File: src/hw/rtl/vad_pkg.sv
// Shared constants, types and the arctangent table for the vector angle unit.
package vad_pkg;

    localparam int COORD_WIDTH     = 16;
    localparam int CORDIC_STAGES   = 16;
    localparam int ANGLE_FRAC_BITS = 7;

    localparam int FIELD_W   = 16;
    localparam int ANGLE_W   = 16;
    localparam int ACC_FRAC  = 24;
    localparam int TABLE_LEN = 24;
    localparam int NUM_STAGES = (CORDIC_STAGES < TABLE_LEN) ? CORDIC_STAGES : TABLE_LEN;
    localparam int TAB_IDX_W = $clog2(TABLE_LEN);

    // Magnitudes are pre-scaled so that the top of the 60-bit frame is used.
    localparam int PRE_SHIFT = 60 - COORD_WIDTH;
    // The rotated magnitude grows by up to sqrt(2) * 1.65, two bits above the frame.
    localparam int CR_W      = 62;
    localparam int Z_W       = 32;
    localparam int ACC_W     = 33;
    localparam int DROP      = ACC_FRAC - ANGLE_FRAC_BITS;
    localparam int ROUND_W   = ACC_W - DROP;

    // Pipeline depth from an accepted start to the done strobe.
    localparam int LATENCY   = NUM_STAGES + 3;

    typedef logic signed [CR_W-1:0] t_coord;
    typedef logic signed [Z_W-1:0]  t_zacc;
    typedef logic [ACC_W-1:0]       t_acc;
    typedef logic [ANGLE_W-1:0]     t_angle;

    localparam t_angle ANG_0   = ANGLE_W'(0);
    localparam t_angle ANG_90  = ANGLE_W'(64'd90  << ANGLE_FRAC_BITS);
    localparam t_angle ANG_180 = ANGLE_W'(64'd180 << ANGLE_FRAC_BITS);
    localparam t_angle ANG_270 = ANGLE_W'(64'd270 << ANGLE_FRAC_BITS);

    localparam t_acc QUARTER_TURN = ACC_W'(64'd90  << ACC_FRAC);
    localparam t_acc HALF_TURN    = ACC_W'(64'd180 << ACC_FRAC);
    localparam t_acc FULL_TURN    = ACC_W'(64'd360 << ACC_FRAC);
    localparam t_acc ROUND_HALF   = ACC_W'(64'd1 << (DROP - 1));

    localparam logic [ROUND_W-1:0] FULL_UNITS = ROUND_W'(64'd360 << ANGLE_FRAC_BITS);

    // atan(2^-i) in units of 2^-24 degree, rounded to nearest.
    localparam t_zacc ATAN_TAB [TABLE_LEN] = '{
        32'sd754974720, 32'sd445687602, 32'sd235489088, 32'sd119537938,
        32'sd60000934,  32'sd30029717,  32'sd15018523,  32'sd7509720,
        32'sd3754917,   32'sd1877466,   32'sd938734,    32'sd469367,
        32'sd234684,    32'sd117342,    32'sd58671,     32'sd29335,
        32'sd14668,     32'sd7334,      32'sd3667,      32'sd1833,
        32'sd917,       32'sd458,       32'sd229,       32'sd115
    };

    typedef struct packed {
        logic   special;
        t_angle spec_angle;
        logic   x_neg;
        logic   y_neg;
        t_coord cx;
        t_coord cy;
        t_zacc  z;
    } t_cordic;

endpackage

File: src/hw/rtl/vad_prep.sv
// Input stage: special-case detection, magnitudes and pre-scaling.
module vad_prep (
    input  logic                      i_clk,
    input  logic                      i_rst_n,
    input  logic                      i_valid,
    input  logic [vad_pkg::FIELD_W-1:0] i_x_coord,
    input  logic [vad_pkg::FIELD_W-1:0] i_y_coord,
    output logic                      o_valid,
    output vad_pkg::t_cordic          o_data
);
    import vad_pkg::*;

    logic signed [COORD_WIDTH-1:0] x_c;
    logic signed [COORD_WIDTH-1:0] y_c;
    logic [COORD_WIDTH:0]          x_ext;
    logic [COORD_WIDTH:0]          y_ext;
    logic [COORD_WIDTH:0]          x_abs;
    logic [COORD_WIDTH:0]          y_abs;
    logic                          x_zero;
    logic                          y_zero;
    logic                          r_valid;
    t_cordic                       r_data;
    t_cordic                       n_data;

    assign x_c    = i_x_coord[COORD_WIDTH-1:0];
    assign y_c    = i_y_coord[COORD_WIDTH-1:0];
    assign x_ext  = {x_c[COORD_WIDTH-1], x_c};
    assign y_ext  = {y_c[COORD_WIDTH-1], y_c};
    assign x_abs  = x_c[COORD_WIDTH-1] ? (~x_ext + 1'b1) : x_ext;
    assign y_abs  = y_c[COORD_WIDTH-1] ? (~y_ext + 1'b1) : y_ext;
    assign x_zero = (x_c == '0);
    assign y_zero = (y_c == '0);

    always_comb begin
        n_data.special = x_zero || y_zero;
        if (x_zero) begin
            n_data.spec_angle = y_c[COORD_WIDTH-1] ? ANG_270 : ANG_90;
        end else begin
            n_data.spec_angle = x_c[COORD_WIDTH-1] ? ANG_180 : ANG_0;
        end
        n_data.x_neg = x_c[COORD_WIDTH-1];
        n_data.y_neg = y_c[COORD_WIDTH-1];
        n_data.cx    = {{(CR_W-COORD_WIDTH-1){1'b0}}, x_abs} << PRE_SHIFT;
        n_data.cy    = {{(CR_W-COORD_WIDTH-1){1'b0}}, y_abs} << PRE_SHIFT;
        n_data.z     = '0;
    end

    always_ff @(posedge i_clk) begin
        if (!i_rst_n) begin
            r_valid <= 1'b0;
        end else begin
            r_valid <= i_valid;
        end
    end

    always_ff @(posedge i_clk) begin
        r_data <= n_data;
    end

    assign o_valid = r_valid;
    assign o_data  = r_data;

endmodule

File: config.mk
export PLATFORM = sky130hd
export DESIGN_NAME = vad_prep
export DESIGN_NICKNAME = d
export VERILOG_FILES = /design/src/hw/rtl/vad_pkg.sv /design/src/hw/rtl/vad_prep.sv
export SDC_FILE = /design/constraint.sdc
export NUM_CORES = 1
export LEC_CHECK = 0
export ABC_AREA = 1
export BUFFER_PORTS_ARGS = -buffer_cell sky130_fd_sc_hd__buf_2
export CORE_MARGIN = 1
export CORE_UTILIZATION = 40
export CTS_CLUSTER_SIZE = 24
export DETAILED_ROUTE_END_ITERATION = 10
export PLACE_DENSITY = 0.77
export SYNTH_ARGS = -nofsm -noshare
export SYNTH_HDL_FRONTEND = slang
export SYNTH_SLANG_ARGS = --single-unit
File: constraint.sdc
create_clock -name i_clk -period 2.1 [get_ports i_clk]
set_input_delay 0.315 -clock i_clk [delete_from_list [all_inputs] [get_ports i_clk]]
set_output_delay 0.315 -clock i_clk [all_outputs]
set_load 0.01 [all_outputs]
# ---- Word level (Yosys, flattened, before mapping)
# Cells that the tools add are included.
dict set report totals {
  ff_bits 54
  latch_bits 0
  ram_bits 0
  romBits 0
  input_bits 35
  output_inout_bits 176
  elab_cells 21
  mem_count 0
}
dict set report classes {
  n_addsub 2
  multipliers 0
  div 0
  magnitude_cmp 0
  eq_ne 0
  n_shift 0
  mux 5
  n_bitwise 2
  n_reduce_logical 3
}
# op n
set ops {}
lappend ops {{two-way mux 15 bit} 3}
lappend ops {{adder 17 x 1 -> 17 bit (second input constant)} 2}
lappend ops {{NOT 17 bit} 2}
lappend ops {{logical NOT 16 bit} 2}
lappend ops {{two-way mux 16 bit} 2}
lappend ops {{logical OR 1 bit} 1}

# ---- Depth between registers and ports, before layout
dict set report logic_depth {
  depth_word 3
  ltp_mapped 9
  depth_no_buf 9
}

# ---- Worst setup path before layout
# No wires, ideal clock.
dict set report synth_timing {
  path_kind {input-to-reg}
  from {in i_y_coord[1] in the netlist's numbering}
  to {reg r_data (netlist bit o_data[86])}
  setup_ns 0.112
  t_arrival_ns 1.006
  t_required_ns 1.988
  setup_slack_ns 0.982
  path_stages 9
  n_path_buf 0
  path_cell_list {inv_1 > ha_1 > nand3_1 > inv_1 > nand2_1 > nand2_1 > nand2_1 > nand2_1 > nand2_1}
}
# element line_no
set synth_lines {}
lappend synth_lines {{start, declared} vad_prep.sv:7} ;# input logic [vad_pkg::FIELD_W-1:0] i_y_coord,
lappend synth_lines {{end signal, assigned} vad_prep.sv:57} ;# r_data <= n_data;
lappend synth_lines {{end, declared} vad_prep.sv:22} ;# t_cordic r_data;

==> out/metrics.yaml <==
die:
  ioPinCount: 211
  fp.dieW_um: 86.3
  rows: 30
  start_util_pct: 41.6
  core-area_um2: 6830
  dieArea_um2: 7450
  die_h_um: 86.3
clock_tree:
  postCtsSetupRepairBufs: 0
  hold_buffers: 0
  numCtsBuffers: 5
  htree_levels: 2
  clock_sinks: 44
  post_cts_resized: 0
  cts_tree: "done"
  clockRootBuffer: "clkbuf_8"
  clock_path_buffers: 2
  clk_pin_slew_ns: 0.08
place:
  gp_congestion: 0.839
  dp.final_hpwl_mm: 3.76
  portBuffers: 80
  pre_cts_slack_ns: 0.773
pwr:
  swShare_pct: 29.8
  internal_power_mw: 1.37
  switchingPower_mw: 0.581
  seqPwrFrac_pct: 46.7
  pwr-share-clk_pct: 33.3
  combPwrFrac_pct: 20.1
  max-vdd-ir-drop_mv: 0.252
  total_leakage_power_nw: 1.76
  power_density_nw_per_um2: 664
global_route:
  use_met1_pct: 10.6
  grt_use_total_pct: 11.2
  use_met2_pct: 21.7
  grt_pass1_vias: 1695
  grt.overflow.total: 0
  grt_pass1_wl_mm: 6.71
  antenna_found_initial: 0
  grt_util_met3_pct: 3.33
  grt_busiest_layer: "met2"
  grt_max_degree: 23
finish:
  antennaDiodeCount: 0
  fin_util_pct: 43.1
  area_growth_syn_to_layout_pct: 3.57
  layout-drive-gt1-share_pct: 22.1
  fin_nets: 493
  n_fill_cell: 673
critical_path:
  crit_buf_inv: 1
  required_ns: 1.78
  worstSetupEndpointType: "primary output"
  crit_slowest_cell: "dfxtp_1"
  crit_type: "flip-flop to primary output"
  crit_family: "flip-flops"
  cp-start-kind: "flip-flop"
  path_cells: "buf_2"
  cp_slowest_stage_delay_ns: 0.35
  path_max_fanout: 2
  cp_data_arrival_time_ns: 0.78
timing:
  finalHoldViolCount: 0
  setup_ws_ns: 1.01
  tns_ns: 0
  setup_violations: 0
  rsz0062_at_grt: "false"
  fmax_mhz: 915
  final_max_slew_viol_count: 0
  fin_crit_sh_pct: 52.1
  finalCriticalPeriod_ns: 1.09
yosys:
  ys_top_cells_by_area: "buf_4 (35%), dfxtp_1 (31%), nand2_1 (9.0%), inv_1 (4.8%), xor2_1 (3.4%)"
  syn_area_per_cell_um2: 7.60
  ys_seq_area_share_pct: 31.0
  syn_area_um2: 2840
  synthCells: 374
  synth_top_cell_area_share_pct: 34.9
  ys_warn_count: 0
  yosysTopAreaCell: "buf_4"
  synth_seq_cells: 44
  yosysUniqueCellTypes: 22
drt:
  drt_iter0_drc: 90
  routedWlPerCell_um: 8.24
  vias: 2055
  drcViolationCount: 0
  via_per_inst: 3.72
  drtAntennaViolNets: 0
  drt-total-wl_mm: 4.56
  firstDrtPassIters: 4
outcome:
  outcome: "complete, no violations"
job:
  drv_cap: 0
min_path:
  hold_path_class: "input pin to flip-flop"
-- synthesized netlist by cell type --
library cell,instances
o21ai_0,11
xnor2_1,3
nor2_4,2
dfxtp_1,44
clkbuf_1,1
nand2_4,1
nand2_2,1
nor2_2,2
buf_4,132
conb_1,1
nand2_1,68
inv_1,36
nor2_1,25
nor3_1,4
xor2_1,11
ha_1,2
nand3b_1,4
buf_6,3
buf_2,1
nand3_1,16
o21ai_2,5
nand3_2,1
-- final timing paths --
check                     from  cells after the start  slack, ns          end
setup / recovery   o_data[168]                      1       1.01  o_data[166]
hold / removal    i_x_coord[0]                      1       0.13  o_data[138]
-- metal layers --
| metal | wire, um | up-vias |
|---|---|---|
| li1 | - | 1024 |
| met5 | 0 | - |
| met1 | 1600 | 893 |
| met2 | 2370 | 125 |
| met3 | 467 | 13 |
| met4 | 117 | 0 |
-- layout make-up --
class	instances	area (um^2)	share of cell area [%]
tap	96	120	4.08
inverter	36	135	4.59
multi-input combinational	288	1280	43.6
clock buffer	5	68.8	2.34
clock inverter	3	46.3	1.57
sequential	44	881	29.9
timing repair buffer	81	408	13.9
-- flip-flops by register name (all words and copies together), names as in the netlist --
signal	cells
o_valid	1
o_data	43
-- cell families after synthesis --
kind of cell	after synthesis	share of synthesized area, %
AND/OR/NAND/NOR	124	19.1
XOR/XNOR	14	4.32
AO/OA/AOI/OAI	16	3.48
other	1	0.132
buffers and inverters	173	41.1
flip-flops	44	31.0
adder cells (fa/ha/maj)	2	0.881
-- cells in the final DEF, fill, tap and decap left out, drive strengths merged --
cell,instances
clkbuf,5
ha,2
xnor2,3
nand3b,4
dfxtp,44
nand2,70
nor2,29
nor3,4
buf,81
bufinv,1
inv,37
nand3,17
xor2,11
o21ai,16
clkinvlp,1
conb,132
-- power groups by stage --
stage / combinational (mW) / sequential (mW) / clock, mW
after floorplan: 0.404 / 0.968 / 0
after global placement: 0.378 / 0.932 / 0
after detailed placement: 0.386 / 0.932 / 0
after CTS: 0.388 / 0.912 / 0.662
after global routing: 0.438 / 0.917 / 0.690
final: 0.392 / 0.911 / 0.650
-- through the flow --
step | hold slack [ns] | power (mW) | area, um^2 | std cells
3_5_place_dp | 0.439 | 1.32 | 2830 | 545
2_1_floorplan | 0.343 | 1.37 | 3330 | 505
4_1_cts | 0.131 | 1.96 | 2940 | 553
6_report | 0.135 | 1.95 | 2940 | 553
5_1_grt | 0.127 | 2.05 | 2940 | 553
3_3_place_gp | 0.433 | 1.31 | 2830 | 545
(Power assumes the default switching activity.)
