==> config.mk <==
export PLATFORM = sky130hd
export DESIGN_NAME = vad_post
export DESIGN_NICKNAME = d
export VERILOG_FILES = /design/src/hw/rtl/vad_pkg.sv /design/src/hw/rtl/vad_post.sv
export SDC_FILE = /design/constraint.sdc
export NUM_CORES = 1
export LEC_CHECK = 0
export BUFFER_PORTS_ARGS = -buffer_cell sky130_fd_sc_hd__buf_2
export CAP_MARGIN = 5
export CORE_MARGIN = 1
export CORE_UTILIZATION = 45
export CTS_CLUSTER_SIZE = 20
export DETAILED_ROUTE_END_ITERATION = 6
export PLACE_DENSITY = 0.95
export SYNTH_ARGS = -nofsm -noshare
export SYNTH_HDL_FRONTEND = slang
export SYNTH_SLANG_ARGS = --single-unit
==> constraint.sdc <==
create_clock -name i_clk -period 4.6 [get_ports i_clk]
set_input_delay 0.92 -clock i_clk [delete_from_list [all_inputs] [get_ports i_clk]]
set_output_delay 0.92 -clock i_clk [all_outputs]
set_load 0.02 [all_outputs]
==> src/hw/rtl/vad_pkg.sv <==
// Shared constants, types and the arctangent table for the vector angle unit.
package vad_pkg;

    localparam int COORD_WIDTH     = 16;
    localparam int CORDIC_STAGES   = 16;
    localparam int ANGLE_FRAC_BITS = 7;

    localparam int FIELD_W   = 16;
    localparam int ANGLE_W   = 16;
    localparam int ACC_FRAC  = 24;
    localparam int TABLE_LEN = 24;
    localparam int NUM_STAGES = (CORDIC_STAGES < TABLE_LEN) ? CORDIC_STAGES : TABLE_LEN;
    localparam int TAB_IDX_W = $clog2(TABLE_LEN);

    // Magnitudes are pre-scaled so that the top of the 60-bit frame is used.
    localparam int PRE_SHIFT = 60 - COORD_WIDTH;
    // The rotated magnitude grows by up to sqrt(2) * 1.65, two bits above the frame.
    localparam int CR_W      = 62;
    localparam int Z_W       = 32;
    localparam int ACC_W     = 33;
    localparam int DROP      = ACC_FRAC - ANGLE_FRAC_BITS;
    localparam int ROUND_W   = ACC_W - DROP;

    // Pipeline depth from an accepted start to the done strobe.
    localparam int LATENCY   = NUM_STAGES + 3;

    typedef logic signed [CR_W-1:0] t_coord;
    typedef logic signed [Z_W-1:0]  t_zacc;
    typedef logic [ACC_W-1:0]       t_acc;
    typedef logic [ANGLE_W-1:0]     t_angle;

    localparam t_angle ANG_0   = ANGLE_W'(0);
    localparam t_angle ANG_90  = ANGLE_W'(64'd90  << ANGLE_FRAC_BITS);
    localparam t_angle ANG_180 = ANGLE_W'(64'd180 << ANGLE_FRAC_BITS);
    localparam t_angle ANG_270 = ANGLE_W'(64'd270 << ANGLE_FRAC_BITS);

    localparam t_acc QUARTER_TURN = ACC_W'(64'd90  << ACC_FRAC);
    localparam t_acc HALF_TURN    = ACC_W'(64'd180 << ACC_FRAC);
    localparam t_acc FULL_TURN    = ACC_W'(64'd360 << ACC_FRAC);
    localparam t_acc ROUND_HALF   = ACC_W'(64'd1 << (DROP - 1));

    localparam logic [ROUND_W-1:0] FULL_UNITS = ROUND_W'(64'd360 << ANGLE_FRAC_BITS);

    // atan(2^-i) in units of 2^-24 degree, rounded to nearest.
    localparam t_zacc ATAN_TAB [TABLE_LEN] = '{
        32'sd754974720, 32'sd445687602, 32'sd235489088, 32'sd119537938,
        32'sd60000934,  32'sd30029717,  32'sd15018523,  32'sd7509720,
        32'sd3754917,   32'sd1877466,   32'sd938734,    32'sd469367,
        32'sd234684,    32'sd117342,    32'sd58671,     32'sd29335,
        32'sd14668,     32'sd7334,      32'sd3667,      32'sd1833,
        32'sd917,       32'sd458,       32'sd229,       32'sd115
    };

    typedef struct packed {
        logic   special;
        t_angle spec_angle;
        logic   x_neg;
        logic   y_neg;
        t_coord cx;
        t_coord cy;
        t_zacc  z;
    } t_cordic;

endpackage

==> src/hw/rtl/vad_post.sv <==
// Output stages: clamp, quadrant correction, rounding, wrap to a full turn and special-case select.
module vad_post (
    input  logic                 i_clk,
    input  logic                 i_rst_n,
    input  logic                 i_valid,
    input  vad_pkg::t_cordic     i_data,
    output logic                 o_valid,
    output vad_pkg::t_angle      o_angle
);
    import vad_pkg::*;

    logic [Z_W-1:0]     z_u;
    t_acc               z_ext;
    t_acc               z_clamp;
    t_acc               n_acc;
    logic               r_valid_a;
    t_acc               r_acc;
    logic               r_special;
    t_angle             r_spec_angle;
    t_acc               rnd_sum;
    logic [ROUND_W-1:0] rnd;
    logic [ROUND_W-1:0] wrapped;
    t_angle             n_angle;
    logic               r_valid_b;
    t_angle             r_angle;

    assign z_u   = i_data.z;
    assign z_ext = ACC_W'(z_u);

    always_comb begin
        if (i_data.z[Z_W-1]) begin
            z_clamp = '0;
        end else if (z_ext > QUARTER_TURN) begin
            z_clamp = QUARTER_TURN;
        end else begin
            z_clamp = z_ext;
        end
    end

    always_comb begin
        unique case ({i_data.y_neg, i_data.x_neg})
            2'b00:   n_acc = z_clamp;
            2'b01:   n_acc = HALF_TURN - z_clamp;
            2'b11:   n_acc = HALF_TURN + z_clamp;
            2'b10:   n_acc = FULL_TURN - z_clamp;
            default: n_acc = z_clamp;
        endcase
    end

    always_ff @(posedge i_clk) begin
        if (!i_rst_n) begin
            r_valid_a <= 1'b0;
            r_valid_b <= 1'b0;
        end else begin
            r_valid_a <= i_valid;
            r_valid_b <= r_valid_a;
        end
    end

    always_ff @(posedge i_clk) begin
        r_acc        <= n_acc;
        r_special    <= i_data.special;
        r_spec_angle <= i_data.spec_angle;
        r_angle      <= n_angle;
    end

    // Round half up, then fold a result of exactly one full turn back to zero.
    assign rnd_sum = r_acc + ROUND_HALF;
    assign rnd     = rnd_sum[ACC_W-1:DROP];
    assign wrapped = (rnd >= FULL_UNITS) ? (rnd - FULL_UNITS) : rnd;
    assign n_angle = r_special ? r_spec_angle : ANGLE_W'(wrapped);

    assign o_valid = r_valid_b;
    assign o_angle = r_angle;

endmodule

Word level (Yosys, flattened, before mapping)
Cells that the tools add are included.
Storage, ports and cells
  register bits: 68
  bits in latches: 0
  memory bits (writable): 0
  ROM bits: 0
  input port bits: 178
  output and inout bits: 17
  logic and storage cells: 22
  memories: 0
Operators by class
  $add $sub $neg: 5
  $mul: 0
  div/mod/pow operators: 0
  $lt $le $gt $ge: 2
  eq/ne operators: 3
  shifts and indexed selects: 0
  muxes and demuxes: 5
  bitwise gates (word level): 0
  reductions and logical operators: 1
Operators with widths (number)
  case mux 33 bit (4 select lines): 1
  two-way mux 31 bit: 2
  adder 32 x 33 -> 33 bit, first input constant: 1
  adder 33 x 17 -> 33 bit, second input constant: 1
  subtractor 32 x 33 -> 33 bit, first input constant: 1
  subtractor 33 bit, first input constant: 1
  greater-than comparator 32 x 31 -> 1 bit, second input constant: 1
  two-way mux 16 bit: 2
  greater-or-equal comparator 16 bit, second input constant: 1
  subtractor 16 bit, second input constant: 1
  equality test 2 bit, second input constant: 2
  equality test 2 x 1 -> 1 bit, second input constant: 1
  logical NOT 2 bit: 1

Logic depth before layout (Yosys ltp)
  depth after elaboration: 5
  depth in mapped cells: 12
  depth with buffers taken out: 12

Worst setup path after synthesis
Ideal clock, no wire load.
  path type: register to register
  start point: reg r_acc[16]
  end point: reg r_angle[13] (netlist: o_angle[13])
  library setup time: 0.095 ns
  arrival: 3.039 ns
  required time: 4.505 ns
  slack: 1.465 ns
  stages on the path, launching flop included: 13
  buffers on the path: 0
  period minus slack after synthesis: 3.135 ns
  cell sequence: dfxtp_1 > ha_1 > nand2_1 > nor3_1 > and3_1 > xnor2_1 > ha_1 > nor2b_1 > o21ai_0 > or4_4 > a221oi_4 > mux2_2 > a221oi_1
On the way
  word-level cells in the longest chain between the ends: 4
  elaborated cells on any way between the ends: 5
  classes of those cells: 2 x add/sub; 1 x order compare; 2 x mux
RTL lines
  from (decl): RTL line vad_post.sv:17  | t_acc r_acc;
  from (signal assigned): RTL line vad_post.sv:61  | r_acc <= n_acc;
  adder 33 x 17 -> 33 bit *: RTL line vad_post.sv:68  | assign rnd_sum = r_acc + ROUND_HALF;
  subtractor 16 bit / greater-or-equal comparator 16 bit (equally long branches): RTL line vad_post.sv:70  | assign wrapped = (rnd >= FULL_UNITS) ? (rnd - FULL_UNITS) : rnd;
  two-way mux 16 bit *: RTL line vad_post.sv:70
  two-way mux 16 bit *: RTL line vad_post.sv:71  | assign n_angle = r_special ? r_spec_angle : ANGLE_W'(wrapped);
  via n_angle[13]: RTL line vad_post.sv:23  | t_angle n_angle;
  to (signal assigned): RTL line vad_post.sv:64  | r_angle <= n_angle;
  to (decl): RTL line vad_post.sv:25  | t_angle r_angle;
The timed path passes the listed nets; every way through them passes the cells marked *.
A chain may end at the register's enable or synchronous reset.

Final worst setup path
  start point: reg r_acc[19]
  end point: reg r_angle[13] (netlist: o_angle[13])
The elaborated chain is that of the path after synthesis.

==> flow_metrics.tcl <==
set metrics [dict create \
    synth_area_leaders "dfxtp_1, o21ai_0, ha_1" \
    yosysTopAreaCellShare_pct 34.4 \
    total_power_mw 1.01 \
    initial_core_util_pct 47.1 \
    antenna_found_initial 0 \
    grt_pass1_wl_mm 11.7 \
    end_kind "flop" \
    synth_seq_cells 52 \
    synth_edf_count 0 \
    routed_via_density 5.69 \
    cp.arrival_ns 3.78 \
    final_hold_viol_count 0 \
    cts-buffers-inserted 5 \
    fin_cells 506 \
    start_kind "flop" \
    grt_max_degree 31 \
    ys_seq_area_share_pct 34.4 \
    dp_hpwl_mm 5.49 \
    fin_util_pct 54.2 \
    post-route-min-period_ns 3.57 \
    netlist_area_um2 3020 \
    drv.max_cap_violation_count 0 \
    clock.fmax_mhz 280 \
    pre_cts_ws_ns 1.10 \
    vdd_drop_max_mv 0.115 \
    placed_cells 499 \
    post-cts-setup-buffers 0 \
    fillers 567 \
    cts_resized 0 \
    synth_area_leader_cell "dfxtp_1" \
    fin_nets 620 \
    diodes 0 \
    ios 195 \
    min_path_type "flop to flop" \
    placed_area_um2 3410 \
    yosys_warnings 0 \
    dieArea_um2 7050 \
    first_pass_iters 7 \
    rrSetupSlack_ns 1.03 \
    slew_headroom_pct 44.5 \
    syn_nets 555 \
    violations "design-rule violations" \
    drtIter0Drc 111 \
    cp_max_fo 10 \
    core_um2 6420 \
    ys_types 56 \
    setup_viol 0 \
    num_rows 29 \
    power_density_nw_per_um2 289 \
    critical_path_class "flop to flop" \
    worst_slew_pin_slew_ns 0.831 \
    yosys_most_used_dff "dfxtp_1" \
    drtAntennaViolNets 0 \
    drc 6 \
    tns_ns 0 \
    cts.sinks 52 \
    syn2layout_area_growth_pct 15.2 \
    gp_congestion 0.892 \
    synthCells 364 \
    die_h_um 84.0 \
    die_w_um 84.0 \
    grt_overflow_total 0 \
    vias 2877 \
    p_leak_nw 1.45 \
    rsz0062_at_grt "no" \
    cts_root_buf "clkbuf_8" \
    port_buffers 70 \
    status "complete, but fails checks" \
    clk_latency_ns 0.30 \
    fin_crit_sh_pct 77.6 \
    fin_skew_ns 0.00228 \
    htree_levels 2 \
    required_ns 4.81 \
    async_flop_share_pct 0 \
    hold_buffers 0 \
    cts.path.max_buffers 2 \
    finalWorstSetupSlack_ns 1.03 \
    fin_area_um2 3480 \
    wirelength_mm 7.01 \
    wl_per_cell_um 13.9 \
    drive_above_1_share_pct 23.1 \
    cts_tree "built" \
    holdWs_ns 0.438 \
    final_max_slew_viol_count 0 \
    postSynthAreaPerCell_um2 8.30 \
    grt_use_total_pct 20.3 \
    path_clk_slew_ns 0.08 \
    grt_pass1_vias 2646 \
]
worst max-delay path: stages, from the launching register on:
cell      delay (ns)
dfxtp_1         0.52
nand3_2         0.22
nor3_1          0.39
and3_1          0.23
xnor2_1         0.18
ha_1            0.20
nor2b_1         0.11
o21ai_0         0.11
or4_4           0.56
a221oi_4        0.37
mux2_2          0.39
a221oi_1        0.19
placed cells by master (no fill, tap or decap), types with 3 or more instances in the layout:
| master | instances |
|---|---|
| and3_1 | 4 |
| xnor2_1 | 14 |
| and2_1 | 3 |
| o22ai_1 | 3 |
| nor4_1 | 6 |
| nor3_1 | 9 |
| nand4_1 | 8 |
| o21ai_0 | 34 |
| ha_1 | 13 |
| or3_1 | 6 |
| a21o_1 | 4 |
| mux2_2 | 9 |
| dfxtp_1 | 52 |
| a21oi_1 | 18 |
| buf_2 | 70 |
| mux2i_1 | 3 |
| o31ai_1 | 4 |
| nor2b_1 | 9 |
| nand3_1 | 13 |
| nand2_1 | 28 |
| nand2b_1 | 6 |
| or2_2 | 6 |
| nor2_1 | 27 |
| inv_1 | 19 |
| a31o_2 | 3 |
| o21a_1 | 3 |
| clkbuf_8 | 5 |
| a22oi_1 | 6 |
| xor2_1 | 6 |
| o211ai_1 | 3 |
worst paths after layout:
check	from	to	cells after the start
max	r_acc[19]	o_angle[13]	11
min	r_spec_angle[1]	o_angle[1]	2
max reg2reg	r_acc[19]	o_angle[13]	11
min reg2reg	r_spec_angle[1]	o_angle[1]	2
final cells by class:
class | instances | area [um^2] | area share (%)
clock buffers | 6 | 72.6 | 2.08
clock inverters | 1 | 5.00 | 0.144
inverters | 19 | 71.3 | 2.05
multi-input cells | 281 | 1850 | 53.0
flip-flops and latches | 52 | 1040 | 29.9
well taps | 77 | 96.3 | 2.77
repair buffers | 70 | 350 | 10.1
flip-flops by register name (all words and copies together), names as in the netlist:
name and count:
o_angle 16, o_valid 1, r_acc 17, r_spec_angle 16
r_special 1, r_valid_a 1
cells in the mapped netlist (all sizes together), types with 3 or more instances:
cell    count
dfxtp      52
o21ai      35
nand2      28
nor2       27
inv        19
a21oi      18
nand3      14
xnor2      14
ha         13
clkbuf      9
mux2        9
nor2b       9
nor3        9
nand4       8
nor4        8
a22oi       6
nand2b      6
or2         6
or3         6
xor2        6
a21o        4
and3        4
o31ai       4
a221oi      3
a31o        3
and2        3
buf         3
mux2i       3
o211ai      3
o21a        3
o22ai       3
cells by family after synthesis:
kind of cell             count (synthesis)  synth area share [%]
flip-flops                              52                  34.4
adder cells (fa/ha/maj)                 13                  5.38
XOR/XNOR                                20                  5.79
buffers and inverters                   31                  4.47
AND/OR/NAND/NOR                        138                  24.4
multiplexers                            12                  4.35
AO/OA/AOI/OAI                           98                  21.2
where the power goes:
group	internal [mW]	total [mW]	switching [mW]
clock	0.103	0.228	0.125
combinational	0.110	0.252	0.142
sequential	0.490	0.525	0.0352
routing by layer:
| layer | global-route usage [%] | vias to the layer above | wire length, um |
|---|---|---|---|
| met5 | 0 | - | 0 |
| met4 | 9.09 | 0 | 201 |
| met3 | 2.77 | 10 | 444 |
| met2 | 37.6 | 111 | 3560 |
| met1 | 23.0 | 1303 | 2810 |
| li1 | - | 1453 | - |
Power figures use the tool's default switching activity.
